===== src/rtl/gzs_pkg.sv =====
// shared types, constants and helpers of the gzip header stripper
package gzs_pkg;

	// parser phases, in stream order
	typedef enum logic [3:0] {
		PH_MAGIC0  = 4'd0,
		PH_MAGIC1  = 4'd1,
		PH_PASS    = 4'd2,
		PH_FIXED   = 4'd3,
		PH_XLEN0   = 4'd4,
		PH_XLEN1   = 4'd5,
		PH_XDATA   = 4'd6,
		PH_NAME    = 4'd7,
		PH_COMMENT = 4'd8,
		PH_CRC     = 4'd9,
		PH_PAYLOAD = 4'd10,
		PH_DISCARD = 4'd11
	} phase_t;

	// status codes
	localparam logic [2:0] ERR_OK        = 3'd0;
	localparam logic [2:0] ERR_INVALID   = 3'd1;
	localparam logic [2:0] ERR_XLEN      = 3'd2;
	localparam logic [2:0] ERR_XDATA     = 3'd3;
	localparam logic [2:0] ERR_NAME      = 3'd4;
	localparam logic [2:0] ERR_COMMENT   = 3'd5;
	localparam logic [2:0] ERR_TRUNCATED = 3'd6;

	// result kinds
	localparam logic KIND_DATA   = 1'b0;
	localparam logic KIND_STATUS = 1'b1;

	// header constants
	localparam logic [7:0] MAGIC_ID1      = 8'h1F;
	localparam logic [7:0] MAGIC_ID2      = 8'h8B;
	localparam logic [7:0] METHOD_DEFLATE = 8'h08;
	localparam logic [7:0] FLG_EXTRA      = 8'h04;
	localparam logic [7:0] FLG_NAME       = 8'h08;
	localparam logic [7:0] FLG_COMMENT    = 8'h10;
	localparam logic [7:0] FLG_HCRC       = 8'h02;
	localparam logic [3:0] HDR_METHOD_IDX = 4'd2;
	localparam logic [3:0] HDR_FLAGS_IDX  = 4'd3;
	localparam logic [3:0] HDR_LAST_IDX   = 4'd9;
	localparam logic [4:0] MIN_TOTAL      = 5'd18;

	// trailer delay line
	localparam int DELAY_DEPTH = 8;
	localparam int DELAY_AW    = $clog2(DELAY_DEPTH);
	localparam int DELAY_CW    = $clog2(DELAY_DEPTH + 1);

	// bundle queue between front and back
	localparam int QUEUE_DEPTH = 4;
	localparam int QUEUE_AW    = $clog2(QUEUE_DEPTH);
	localparam int QUEUE_CW    = $clog2(QUEUE_DEPTH + 1);

	// results per input transaction
	localparam int MAX_RESULTS = 3;
	localparam int RES_CW      = $clog2(MAX_RESULTS + 1);
	localparam int RES_IW      = $clog2(MAX_RESULTS);

	typedef struct packed {
		logic [7:0] data;
		logic       kind;
		logic [2:0] err;
		logic       gz;
		logic       last;
	} result_t;

	typedef struct packed {
		logic [RES_CW-1:0]            count;
		result_t [MAX_RESULTS-1:0]    recs;
	} bundle_t;

	function automatic result_t mk_result(input logic [7:0] data, input logic kind,
			input logic [2:0] err, input logic gz);
		result_t r;
		r.data = data;
		r.kind = kind;
		r.err  = err;
		r.gz   = gz;
		r.last = 1'b0;
		return r;
	endfunction

	// next optional header section starting at stage k (0 extra, 1 name, 2 comment, 3 crc)
	function automatic phase_t section_after(input logic [1:0] k, input logic [7:0] flg);
		phase_t p;
		if (k <= 2'd0 && (flg & FLG_EXTRA) != 8'h00) begin
			p = PH_XLEN0;
		end else if (k <= 2'd1 && (flg & FLG_NAME) != 8'h00) begin
			p = PH_NAME;
		end else if (k <= 2'd2 && (flg & FLG_COMMENT) != 8'h00) begin
			p = PH_COMMENT;
		end else if ((flg & FLG_HCRC) != 8'h00) begin
			p = PH_CRC;
		end else begin
			p = PH_PAYLOAD;
		end
		return p;
	endfunction

endpackage


===== src/rtl/gzs_front.sv =====
// front end: header parser, trailer delay line and result bundling
module gzs_front (
	input  logic               clk,
	input  logic               arst_n,
	input  logic               accept,
	input  logic [7:0]         in_byte,
	input  logic               end_of_stream,
	output logic               push,
	output gzs_pkg::bundle_t   push_bundle
);

	localparam logic [gzs_pkg::RES_CW-1:0] RES_ONE = gzs_pkg::RES_CW'(1);
	localparam logic [gzs_pkg::RES_CW-1:0] RES_TWO = gzs_pkg::RES_CW'(2);

	gzs_pkg::phase_t                 phase_q, phase_n;
	logic [3:0]                      hidx_q, hidx_n;
	logic [15:0]                     skip_q, skip_n;
	logic [7:0]                      flags_q, flags_n;
	logic [7:0]                      held_q, held_n;
	logic [gzs_pkg::DELAY_CW-1:0]    fill_q, fill_n;
	logic [4:0]                      total_q, total_n;
	logic                            sticky_q, sticky_n;
	logic [7:0]                      delay_q [gzs_pkg::DELAY_DEPTH];
	logic                            dl_write, dl_shift;
	logic [gzs_pkg::RES_CW-1:0]      n_data, n_total;
	logic [2:0]                      st_err;
	logic                            st_gz;
	gzs_pkg::bundle_t                bnd;

	always_ff @(posedge clk or negedge arst_n) begin
		if (!arst_n) begin
			phase_q  <= gzs_pkg::PH_MAGIC0;
			hidx_q   <= '0;
			skip_q   <= '0;
			flags_q  <= '0;
			held_q   <= '0;
			fill_q   <= '0;
			total_q  <= '0;
			sticky_q <= 1'b0;
		end else if (accept) begin
			phase_q  <= end_of_stream ? gzs_pkg::PH_MAGIC0 : phase_n;
			hidx_q   <= end_of_stream ? '0 : hidx_n;
			skip_q   <= end_of_stream ? '0 : skip_n;
			flags_q  <= end_of_stream ? '0 : flags_n;
			held_q   <= end_of_stream ? '0 : held_n;
			fill_q   <= end_of_stream ? '0 : fill_n;
			total_q  <= end_of_stream ? '0 : total_n;
			sticky_q <= end_of_stream ? 1'b0 : sticky_n;
		end
	end

	// trailer delay line, read only at its head
	always_ff @(posedge clk) begin
		if (accept && dl_write) begin
			delay_q[fill_q[gzs_pkg::DELAY_AW-1:0]] <= in_byte;
		end else if (accept && dl_shift) begin
			for (int i = 0; i < gzs_pkg::DELAY_DEPTH - 1; i++) begin
				delay_q[i] <= delay_q[i+1];
			end
			delay_q[gzs_pkg::DELAY_DEPTH-1] <= in_byte;
		end
	end

	always_comb begin
		phase_n  = phase_q;
		hidx_n   = hidx_q;
		skip_n   = skip_q;
		flags_n  = flags_q;
		held_n   = held_q;
		fill_n   = fill_q;
		sticky_n = sticky_q;
		total_n  = (total_q < gzs_pkg::MIN_TOTAL) ? 5'(total_q + 5'd1) : total_q;
		dl_write = 1'b0;
		dl_shift = 1'b0;
		n_data   = '0;
		bnd      = '0;

		unique case (phase_q)
			gzs_pkg::PH_MAGIC0: begin
				bnd.recs[0] = gzs_pkg::mk_result(in_byte, gzs_pkg::KIND_DATA,
					gzs_pkg::ERR_OK, 1'b0);
				if (in_byte == gzs_pkg::MAGIC_ID1) begin
					held_n  = in_byte;
					phase_n = gzs_pkg::PH_MAGIC1;
					if (end_of_stream) begin
						n_data = RES_ONE;
					end
				end else begin
					n_data  = RES_ONE;
					phase_n = gzs_pkg::PH_PASS;
				end
			end
			gzs_pkg::PH_MAGIC1: begin
				if (in_byte == gzs_pkg::MAGIC_ID2) begin
					phase_n = gzs_pkg::PH_FIXED;
					hidx_n  = gzs_pkg::HDR_METHOD_IDX;
				end else begin
					bnd.recs[0] = gzs_pkg::mk_result(held_q, gzs_pkg::KIND_DATA,
						gzs_pkg::ERR_OK, 1'b0);
					bnd.recs[1] = gzs_pkg::mk_result(in_byte, gzs_pkg::KIND_DATA,
						gzs_pkg::ERR_OK, 1'b0);
					n_data  = RES_TWO;
					phase_n = gzs_pkg::PH_PASS;
				end
			end
			gzs_pkg::PH_PASS: begin
				bnd.recs[0] = gzs_pkg::mk_result(in_byte, gzs_pkg::KIND_DATA,
					gzs_pkg::ERR_OK, 1'b0);
				n_data = RES_ONE;
			end
			gzs_pkg::PH_FIXED: begin
				if (hidx_q == gzs_pkg::HDR_METHOD_IDX && in_byte != gzs_pkg::METHOD_DEFLATE) begin
					sticky_n = 1'b1;
					phase_n  = gzs_pkg::PH_DISCARD;
				end else begin
					if (hidx_q == gzs_pkg::HDR_FLAGS_IDX) begin
						flags_n = in_byte;
					end
					if (hidx_q >= gzs_pkg::HDR_LAST_IDX) begin
						phase_n = gzs_pkg::section_after(2'd0, flags_q);
					end else begin
						hidx_n = 4'(hidx_q + 4'd1);
					end
				end
			end
			gzs_pkg::PH_XLEN0: begin
				skip_n  = {8'h00, in_byte};
				phase_n = gzs_pkg::PH_XLEN1;
			end
			gzs_pkg::PH_XLEN1: begin
				skip_n  = {in_byte, skip_q[7:0]};
				phase_n = (skip_n != 16'd0) ? gzs_pkg::PH_XDATA
					: gzs_pkg::section_after(2'd1, flags_q);
			end
			gzs_pkg::PH_XDATA: begin
				skip_n = 16'(skip_q - 16'd1);
				if (skip_n == 16'd0) begin
					phase_n = gzs_pkg::section_after(2'd1, flags_q);
				end
			end
			gzs_pkg::PH_NAME: begin
				if (in_byte == 8'h00) begin
					phase_n = gzs_pkg::section_after(2'd2, flags_q);
				end
			end
			gzs_pkg::PH_COMMENT: begin
				if (in_byte == 8'h00) begin
					phase_n = gzs_pkg::section_after(2'd3, flags_q);
				end
			end
			gzs_pkg::PH_CRC: begin
				if (hidx_q == 4'd0) begin
					hidx_n = 4'd1;
				end else begin
					phase_n = gzs_pkg::PH_PAYLOAD;
				end
			end
			gzs_pkg::PH_PAYLOAD: begin
				if (fill_q < gzs_pkg::DELAY_CW'(gzs_pkg::DELAY_DEPTH)) begin
					dl_write = 1'b1;
					fill_n   = gzs_pkg::DELAY_CW'(fill_q + 1'b1);
				end else begin
					dl_shift    = 1'b1;
					bnd.recs[0] = gzs_pkg::mk_result(delay_q[0], gzs_pkg::KIND_DATA,
						gzs_pkg::ERR_OK, 1'b1);
					n_data      = RES_ONE;
				end
			end
			gzs_pkg::PH_DISCARD: begin
			end
			default: begin
			end
		endcase

		// the header crc counts its two bytes from zero
		if (phase_n == gzs_pkg::PH_CRC && phase_q != gzs_pkg::PH_CRC) begin
			hidx_n = 4'd0;
		end

		// end-of-stream status from the state after this byte
		st_gz  = (phase_n >= gzs_pkg::PH_FIXED);
		st_err = gzs_pkg::ERR_OK;
		if (st_gz) begin
			if (total_n < gzs_pkg::MIN_TOTAL || sticky_n) begin
				st_err = gzs_pkg::ERR_INVALID;
			end else begin
				case (phase_n) inside
					gzs_pkg::PH_XLEN0, gzs_pkg::PH_XLEN1: st_err = gzs_pkg::ERR_XLEN;
					gzs_pkg::PH_XDATA:   st_err = gzs_pkg::ERR_XDATA;
					gzs_pkg::PH_NAME:    st_err = gzs_pkg::ERR_NAME;
					gzs_pkg::PH_COMMENT: st_err = gzs_pkg::ERR_COMMENT;
					gzs_pkg::PH_CRC:     st_err = gzs_pkg::ERR_TRUNCATED;
					gzs_pkg::PH_PAYLOAD: begin
						st_err = (fill_n < gzs_pkg::DELAY_CW'(gzs_pkg::DELAY_DEPTH))
							? gzs_pkg::ERR_TRUNCATED : gzs_pkg::ERR_OK;
					end
					default: st_err = gzs_pkg::ERR_INVALID;
				endcase
			end
		end

		n_total = n_data;
		if (end_of_stream) begin
			bnd.recs[n_data[gzs_pkg::RES_IW-1:0]] = gzs_pkg::mk_result(8'h00,
				gzs_pkg::KIND_STATUS, st_err, st_gz);
			n_total = gzs_pkg::RES_CW'(n_data + 1'b1);
		end

		// mark the final result of this transaction
		if (n_total != '0) begin
			bnd.recs[gzs_pkg::RES_IW'(n_total - 1'b1)].last = 1'b1;
		end
		bnd.count = n_total;
	end

	assign push        = accept && (n_total != '0);
	assign push_bundle = bnd;

endmodule


===== src/rtl/gzs_queue.sv =====
// short queue of result bundles between the parser and the output side
module gzs_queue (
	input  logic               clk,
	input  logic               arst_n,
	input  logic               push,
	input  gzs_pkg::bundle_t   push_bundle,
	input  logic               pop,
	output logic               full,
	output logic               head_valid,
	output gzs_pkg::bundle_t   head_bundle
);

	gzs_pkg::bundle_t                mem_q [gzs_pkg::QUEUE_DEPTH];
	logic [gzs_pkg::QUEUE_AW-1:0]    wptr_q, rptr_q;
	logic [gzs_pkg::QUEUE_CW-1:0]    count_q;
	logic                            do_push, do_pop;

	assign do_push = push && !full;
	assign do_pop  = pop && head_valid;

	always_ff @(posedge clk or negedge arst_n) begin
		if (!arst_n) begin
			wptr_q  <= '0;
			rptr_q  <= '0;
			count_q <= '0;
		end else begin
			if (do_push) begin
				wptr_q <= gzs_pkg::QUEUE_AW'(wptr_q + 1'b1);
			end
			if (do_pop) begin
				rptr_q <= gzs_pkg::QUEUE_AW'(rptr_q + 1'b1);
			end
			if (do_push && !do_pop) begin
				count_q <= gzs_pkg::QUEUE_CW'(count_q + 1'b1);
			end else if (do_pop && !do_push) begin
				count_q <= gzs_pkg::QUEUE_CW'(count_q - 1'b1);
			end
		end
	end

	always_ff @(posedge clk) begin
		if (do_push) begin
			mem_q[wptr_q] <= push_bundle;
		end
	end

	assign full        = (count_q == gzs_pkg::QUEUE_CW'(gzs_pkg::QUEUE_DEPTH));
	assign head_valid  = (count_q != '0);
	assign head_bundle = mem_q[rptr_q];

endmodule


===== src/rtl/gzs_back.sv =====
// back end: unpacks bundles into single results behind an output register
module gzs_back (
	input  logic               clk,
	input  logic               arst_n,
	input  logic               head_valid,
	input  gzs_pkg::bundle_t   head_bundle,
	output logic               pop,
	input  logic               result_stall,
	output logic               result_valid,
	output gzs_pkg::result_t   result
);

	logic [gzs_pkg::RES_IW-1:0]  idx_q;
	logic                        valid_q;
	gzs_pkg::result_t            res_q;
	logic                        load, take, last_rec;

	assign load     = !valid_q || !result_stall;
	assign take     = load && head_valid;
	assign last_rec = (gzs_pkg::RES_CW'(idx_q) + 1'b1) == head_bundle.count;
	assign pop      = take && last_rec;

	always_ff @(posedge clk or negedge arst_n) begin
		if (!arst_n) begin
			valid_q <= 1'b0;
			idx_q   <= '0;
		end else if (load) begin
			valid_q <= head_valid;
			if (take) begin
				idx_q <= last_rec ? '0 : gzs_pkg::RES_IW'(idx_q + 1'b1);
			end
		end
	end

	always_ff @(posedge clk) begin
		if (take) begin
			res_q <= head_bundle.recs[idx_q];
		end
	end

	assign result_valid = valid_q;
	assign result       = res_q;

endmodule


===== src/rtl/gzip_header_stripper.sv =====
// top level of the gzip header stripper
// Takes a response one byte per transaction and strips a gzip wrapper from it: a
// stream that opens with 1F 8B and method 08 has its fixed header, optional extra
// field, name, comment and header crc skipped, its deflate payload forwarded, and
// its 8-byte trailer held back in a delay line and dropped; after another method
// byte the rest is dropped, and any other stream passes through unchanged. The
// transaction marked end_of_stream also yields one status result (item_kind 1)
// carrying error_code and gzip_seen, and last_of_run flags the final result of
// each input transaction. The block sustains one input byte per cycle while each
// byte yields at most one result: the front parser takes a byte every cycle unless
// its four-entry bundle queue is full, and the back side hands out one result per
// cycle from its output register unless result_stall holds it. The byte that ends
// a stream yields one more result (the status), and a failed magic match at the
// end of a stream yields three; the queue absorbs such bursts and repays them
// during header bytes and the first eight payload bytes, which yield none, while a
// long run of them holds the input to the output rate of one result per cycle. The
// first result of a transaction goes through the queue and the output register.
module gzip_header_stripper (
	input  logic        clk,
	input  logic        arst_n,
	// input byte channel
	input  logic        byte_valid,
	output logic        byte_stall,
	input  logic [7:0]  in_byte,
	input  logic        end_of_stream,
	// result channel
	output logic        result_valid,
	input  logic        result_stall,
	output logic [7:0]  out_byte,
	output logic        item_kind,
	output logic [2:0]  error_code,
	output logic        gzip_seen,
	output logic        last_of_run
);

	logic               accept;
	logic               push, pop, full, head_valid;
	gzs_pkg::bundle_t   push_bundle, head_bundle;
	gzs_pkg::result_t   result;

	// a full queue holds off the upstream side
	assign byte_stall = full;
	assign accept     = byte_valid && !byte_stall;

	// parse and classify every accepted transaction into a bundle of results
	gzs_front u_front (
		.clk           (clk),
		.arst_n        (arst_n),
		.accept        (accept),
		.in_byte       (in_byte),
		.end_of_stream (end_of_stream),
		.push          (push),
		.push_bundle   (push_bundle)
	);

	// decouples the parser from downstream stalls
	gzs_queue u_queue (
		.clk         (clk),
		.arst_n      (arst_n),
		.push        (push),
		.push_bundle (push_bundle),
		.pop         (pop),
		.full        (full),
		.head_valid  (head_valid),
		.head_bundle (head_bundle)
	);

	// unpacks each bundle into single results on the output side
	gzs_back u_back (
		.clk          (clk),
		.arst_n       (arst_n),
		.head_valid   (head_valid),
		.head_bundle  (head_bundle),
		.pop          (pop),
		.result_stall (result_stall),
		.result_valid (result_valid),
		.result       (result)
	);

	assign out_byte    = result.data;
	assign item_kind   = result.kind;
	assign error_code  = result.err;
	assign gzip_seen   = result.gz;
	assign last_of_run = result.last;

endmodule


===== config.mk =====
export PLATFORM = sky130hd
export DESIGN_NAME = gzip_header_stripper
export DESIGN_NICKNAME = d
export VERILOG_FILES = /design/src/rtl/gzs_pkg.sv /design/src/rtl/gzs_front.sv /design/src/rtl/gzs_queue.sv /design/src/rtl/gzs_back.sv /design/src/rtl/gzip_header_stripper.sv
export SDC_FILE = /design/constraint.sdc
export NUM_CORES = 1
export LEC_CHECK = 0
export BUFFER_PORTS_ARGS = -buffer_cell sky130_fd_sc_hd__buf_4
export CAP_MARGIN = 25
export CORE_MARGIN = 2
export CORE_UTILIZATION = 55
export CTS_CLUSTER_SIZE = 10
export DETAILED_ROUTE_END_ITERATION = 10
export PLACE_DENSITY_LB_ADDON = 0.15
export RECOVER_POWER = 100
export SKIP_LAST_GASP = 1
export SLEW_MARGIN = 5
export SYNTH_ARGS = -nofsm -noshare
export SYNTH_HDL_FRONTEND = slang
export SYNTH_SLANG_ARGS = --single-unit

===== constraint.sdc =====
create_clock -name clk -period 6.3 [get_ports clk]
set_clock_uncertainty 0.1 [all_clocks]
set_input_delay 1.26 -clock clk [delete_from_list [all_inputs] [get_ports clk]]
set_output_delay 1.26 -clock clk [all_outputs]
set_load 0.02 [all_outputs]

* After elaboration in Yosys (flattened, before gate mapping)
Memory sizes are Yosys's and may differ from the RTL's.
Cells that the tools add are included.
** Word-level totals
- Memories kept :: 2
- Memory bits (writable) :: 240
- Bits of input ports :: 13
- Bits in registers :: 71
- Logic and storage cells :: 204
- Output and inout bits :: 16
** Memory list
- u_queue.mem_q :: depth 4, bits a word 44, read ports 1, clocked after memory_dff 0, wr ports 1, RTL line gzs_queue.sv:13 : gzs_pkg::bundle_t mem_q [gzs_pkg::QUEUE_DEPTH];
- u_front.delay_q :: depth 8, bits a word 8, read ports 8, clocked after memory_dff 0, wr ports 8, RTL line gzs_front.sv:23 : logic [7:0] delay_q [gzs_pkg::DELAY_DEPTH];
** Cells by class
- Order comparisons :: 11
- Eq/ne operators :: 31
- Reduce and logical (&&, ||, !) cells :: 45
- Add/subtract/negate cells :: 11
- Multiplexer cells :: 85
** Operator list (number)
- bitwise mux 42 bit :: 2
- two-way mux 42 bit :: 2
- two-way mux 4 bit :: 19
- demux 14 bit (select 2 bit) :: 2
- two-way mux 14 bit :: 4
- case mux 16 bit (3 select lines) :: 1
- case mux 14 bit (3 select lines) :: 1
- two-way mux 3 bit :: 12
- case mux 4 bit (9 select lines) :: 1
- equality test 4 x 3 -> 1 bit, second input constant :: 8
- two-way mux 8 bit :: 4
- two-way mux 5 bit :: 6
- binary-select mux 14 bit (select 2 bit) :: 1
- two-way mux 28 bit :: 1
- equality test 4 bit, second input constant :: 6
- two-way mux 1 bit :: 19
- equality test 4 x 2 -> 1 bit, second input constant :: 4
- logical NOT 16 bit :: 1
- two-way mux 16 bit :: 1
- nonzero test 16 bit :: 1
- subtractor 16 x 1 -> 16 bit, second input constant :: 1
- logical AND 1 bit :: 14
- two-way mux 2 bit :: 7
- inequality test 4 bit, second input constant :: 3
- 36 further kinds :: 62

* Logic depth before layout (Yosys ltp)
- Word-level depth :: 20
- Gate-level depth with buffers :: 16
- Gate-level depth less buffers :: 14

* Modules after synthesis
From an unflattened synthesis, not the netlist that was laid out.
** Unflattened totals
- Cells, all modules :: 1006
- Area total of the unflattened synthesis :: 14317.5 µm²
** By module, submodules not included
- gzs_queue :: area an instance 6830.3 µm², instances 1, cells an instance 265, sequential area each 5460.2 µm²
- gzs_front :: area an instance 6548.8 µm², instances 1, cells an instance 660, sequential area each 3072.9 µm²
- gzs_back :: area an instance 924.6 µm², instances 1, cells an instance 80, sequential area each 495.5 µm²
- gzip_header_stripper :: area an instance 13.8 µm², instances 1, cells an instance 1, sequential area each 0.0 µm²

* Worst setup path before layout
No wires, ideal clock.
- Kind :: input to register
- Start :: in in_byte[4]
- End :: mem u_queue.mem_q[0][0] (netlist name), enable pin
- Path buffers :: 1
- Path slack :: 1935 ps
- Stages :: 9
- Arrival :: 3869 ps
- Library setup time :: 397 ps
- Path through :: clkbuf_1 -> nor3b_1 -> a21boi_0 -> inv_1 -> ha_1 -> nand2_1 -> o21a_1 -> a21oi_1 -> and2_1
** Between the ends
- Cells in the longest elaborated chain, start to end :: 10
- Elaborated cells between the ends (all ways) :: 12
** Ends and longest elaborated chain
- start, declared :: RTL line gzip_header_stripper.sv:24 : input logic [7:0] in_byte,
- equality test 8 x 5 -> 1 bit / equality test 8 bit (equally long branches) :: RTL line gzs_front.sv:82, gzs_front.sv:94
- two-way mux 2 bit, on equally long branches :: RTL line gzs_front.sv:82, gzs_front.sv:94
- case mux 2 bit (4 select lines) (*) :: RTL line gzs_front.sv:78 : unique case (phase_q)
- adder 2 x 1 -> 2 bit :: RTL line gzs_front.sv:206 : n_total = gzs_pkg::RES_CW'(n_data + 1'b1);
- two-way mux 2 bit (*) :: RTL line gzs_front.sv:203 : if (end_of_stream) begin
- nonzero test 2 bit (*) :: RTL line gzs_front.sv:216 : assign push = accept && (n_total != '0);
- logical AND 1 bit (*) :: RTL line gzs_front.sv:216
- logical AND 1 bit (*) :: RTL line gzs_queue.sv:18 : assign do_push = push && !full;
- named net u_queue.do_push :: RTL line gzs_queue.sv:16 : logic do_push, do_pop;
- two-way mux 1 bit (*) :: RTL line gzs_queue.sv:42 : if (do_push) begin
- two-way mux 1 bit (not written as such) (*) :: RTL line gzs_queue.sv:43 : mem_q[wptr_q] <= push_bundle;
- end, declared :: RTL line gzs_queue.sv:13
The timed path passes the listed nets; every way through them passes the cells marked *.

* Worst setup path in the final report
- Start :: in in_byte[3]
- End :: mem u_queue.mem_q[3][14] (netlist name), enable pin
The elaborated chain is that of the path after synthesis.

==> key figures <==
CTS
  • CTS tree: done
  • H-tree depth: 2
  • Clk sinks: 278
  • Cts bufs inserted: 34
  • Clock-pin slew on the worst setup and hold paths: 0.05 ns
  • Hold buffers post-CTS: 0
  • Root Buffer: clkbuf_16
  • Max Buffers Root-to-Sink: 3
  • CTS resizes: 0
  • Post-CTS Setup Bufs: 0
  • Clk_lat worst skew: 0.51 ns

Route
  • Vias: 7,896
  • Met3 wire length: 1.40 mm
  • Metal-1 WL: 12.1 mm
  • Initial DRC Count: 774
  • WL met2: 13.0 mm
  • Antenna viol nets, final: 0
  • Avg Vias per Cell: 6.27
  • WL per Instance: 21.5 um
  • DR DRC count: 0
  • Top sig layer: met4
  • First-pass DRT Iterations: 5
  • DRT Wirelength: 27.1 mm

STA
  • Setup TNS: 0 ns
  • RSZ-0062 raised after global routing: false
  • Fin crit period: 5.12 ns
  • Max_slew headroom: -128%
  • Final count of pins violating max slew: 227
  • Max Clk Rate: 0.195 GHz
  • Slew @ Worst Pin: 3.42 ns
  • Final Setup Violations: 0
  • Final Hold Fails: 0
  • Fin crit share: 81.2%

Finish
  • Post-layout nets: 984
  • Antenna Cells: 0
  • Synthesis-to-layout area growth: 9.59%
  • Register area: 8070 um2
  • Share of post-route cells with drive strength above 1: 10.2%
  • Finished Core Util: 61.6%
  • FILL cells: 1,725
  • Multi-input logic area: 4310 um2

Worst setup path
  • Critical Path Fanout Max: 36
  • Most used cell, CP: a21oi_1
  • Critical path class: input pin to flip-flop
  • Critical-path top delay cell: and2_1
  • Cell Chain, Critical Path: clkbuf_1 > nor4bb_1 > and2_0 > nand3_1 > a21oi_1 > ha_1 > nand2_1 > o21a_1 > a21oi_1 > and2_1
  • Worst setup path start: in_byte[3]
  • WP data arrival: 5.11 ns
  • Crit path launch type: input pin
  • Worst path max stage delay: 1.47 ns
  • CP top delay family: simple AND/OR/NAND/NOR gates
  • CP required: 6.29 ns
  • Worst r2r src: u_front.phase_q[1]$_DFFE_PN0P_
  • CP Capture Type: flip-flop
  • Buf/Inv on CP: 1

Pwr
  • Comb pwr share: 30.4%
  • Seq pwr share: 42.7%
  • VDD IR max: 0.284 mV
  • Sw Pwr: 2.16 mW
  • Leak Pwr: 5.24 nW
  • Int Power: 4.31 mW
  • Sw frac: 33.4%
  • Clock power share: 27.0%
  • Power Density: 463 nW/um2

Synthesis
  • XOR/XNOR Fraction of Synth Area: 1.24%
  • Synthesized flop and latch total: 278
  • Syn. warnings: 0
  • Ys async rst share: 20.1%
  • Cell variety after synth: 76
  • Main flop type after synthesis: edfxtp_1
  • Yosys top cell area share: 52.2%
  • Synth Cell Area: 12,800 um2
  • Syn Nets: 970
  • Simple-gate portion of the synthesized area: 11.0%
  • Seq/Total Area, Yosys: 63.2%
  • Most common cell in the synthesized netlist: edfxtp_1
  • EDFF count, synth: 222
  • Post-synthesis adder-cell area fraction: 1.73%
  • Synthesized area per cell: 13.6 um2
  • Top cells by area, synth: edfxtp_1, dfrtp_1, mux4_2
  • Compound-Gate Fraction of Synth Area: 12.1%
  • Largest area contributor in the synthesized netlist: edfxtp_1
  • Commonest cells in the netlist: edfxtp_1, a21o_1, nor2_1
  • Largest family of logic cells by synthesized area: compound AO/OA/AOI/OAI gates
  • Mux contribution to synthesized area: 8.07%
  • Synth Instances: 940

Global route
  • Gr usage total: 23.0%
  • First-pass GRT wire length: 43.0 mm
  • Vias in the first global route: 7,731
  • Largest net degree at the start of global routing: 57
  • GRT Residual Overflow: 0
  • Initial antenna violation count: 0

Floorplan
  • Die height: 156 um
  • Rows: 55
  • Initial Utilization: 56.2%
  • Core Area: 22,700 um2
  • Total I/O pin count: 29
  • Die Area: 24,400 um2
  • Die width: 156 um

Placed design
  • Post-DP HPWL: 17.1 mm
  • GP Congestion: 0.917
  • Port Buffers: 28

Status
  • Failing checks: max-capacitance violations, max-slew violations
  • Status: complete, but fails checks

Worst hold path
  • Hold Startpoint: u_front.held_q[1]$_DFFE_PN0P_
  • Worst Hold Class: flip-flop to flip-flop

Job
  • Max-Cap Viols: 8
sequential cells by signal, indices dropped and copies added (netlist names):
| signal | flops |
|---|---|
| u_front.hidx_q | 4 |
| u_queue.wptr_q | 2 |
| u_queue.rptr_q | 2 |
| u_front.flags_q | 4 |
| u_back.idx_q | 2 |
| u_queue.mem_q | 144 |
| u_front.total_q | 5 |
| u_back.result_valid | 1 |
| u_front.delay_q | 64 |
| u_front.sticky_q | 1 |
| u_queue.count_q | 3 |
| u_front.phase_q | 4 |
| u_front.skip_q | 16 |
| u_back.result | 14 |
| u_front.fill_q | 4 |
| u_front.held_q | 8 |
stage by stage:
step           power [mW]  instances  worst slack [ns]  hold WS (ns)  instance area (um2)
5_1_grt              6.85       1259             0.784         0.395                14000
6_report             6.47       1259              1.18         0.382                14000
4_1_cts              6.59       1257              1.86         0.380                14200
3_3_place_gp         4.80       1201              1.62         0.361                13200
2_1_floorplan        4.25        940              1.93         0.350                12800
3_5_place_dp         4.83       1201              1.58         0.367                13200
layout make-up:
| cell class | instances | area share [%] |
|---|---|---|
| flip-flops and latches | 278 | 57.7 |
| multi-input cells | 577 | 30.8 |
| clock buffers | 51 | 6.76 |
| well taps | 285 | 2.55 |
| repair buffers | 39 | 1.22 |
| inverters | 24 | 0.644 |
| clock inverters | 5 | 0.304 |
worst register-to-register path, stage by stage (launching register included):
cell	delay, ns
dfrtp_1	0.70
nor2b_1	0.39
and3b_1	0.29
and2_0	0.54
a21oi_1	0.22
ha_1	0.34
nand2_1	0.05
o21a_1	0.16
a21oi_1	0.44
and2_1	1.47
power by group through the flow:
stage	sequential [mW]	combinational (mW)	clock, mW
detailed placement	2.79	2.04	0
CTS	2.76	2.05	1.78
global placement	2.78	2.01	0
floorplan	2.67	1.58	0
finish	2.76	1.97	1.75
global route	2.81	2.19	1.84
worst paths after layout:
| kind | end | slack (ns) | depth (start not counted) |
|---|---|---|---|
| max | u_queue.mem_q[3][14]$_DFFE_PP_ | 1.18 | 10 |
| min | u_front.held_q[1]$_DFFE_PN0P_ | 0.38 | 1 |
| max reg2reg | u_queue.mem_q[3][14]$_DFFE_PP_ | 1.19 | 9 |
| min reg2reg | u_front.held_q[1]$_DFFE_PN0P_ | 0.38 | 1 |
| max in group asynchronous | u_front.held_q[0]$_DFFE_PN0P_ | 2.34 | 1 |
| min in group asynchronous | u_back.idx_q[1]$_DFFE_PN0P_ | 1.80 | 1 |
routing by layer:
layer / GRT usage [%] / vias up
met2: 37.5 / 241
met1: 32.5 / 3963
li1: - / 3638
met3: 3.24 / 54
met4: 6.82 / 0
met5: 0 / -
cells by family after synthesis:
logic type                 Yosys count
AOI/OAI and AO/OA                  223
buffers and inverters               85
xor gates and xnor gates            18
adders and majority gates           17
and+or+nand+nor                    262
DFF                                278
muxes                               57
placed cells by master, fill, tap and decap left out, drive strengths merged, types with 6 or more instances in the layout:
master / netlist / final
edfxtp: 222 / 222
clkbuf: 48 / 85
a21o: 66 / 66
nor2: 60 / 60
o21ai: 57 / 57
dfrtp: 56 / 56
nand2: 55 / 55
mux4: 36 / 36
a21oi: 30 / 30
and2: 30 / 30
inv: 24 / 26
nor3: 18 / 18
mux2i: 17 / 17
ha: 16 / 16
nand2b: 12 / 12
nor4: 12 / 12
xnor2: 11 / 11
and3: 10 / 10
nand3: 9 / 9
o22ai: 9 / 9
a22oi: 9 / 9
nor2b: 8 / 8
a222oi: 8 / 8
nor3b: 7 / 7
xor2: 7 / 7
nand4: 6 / 6
o31ai: 6 / 6
(Power assumes the default switching activity.)
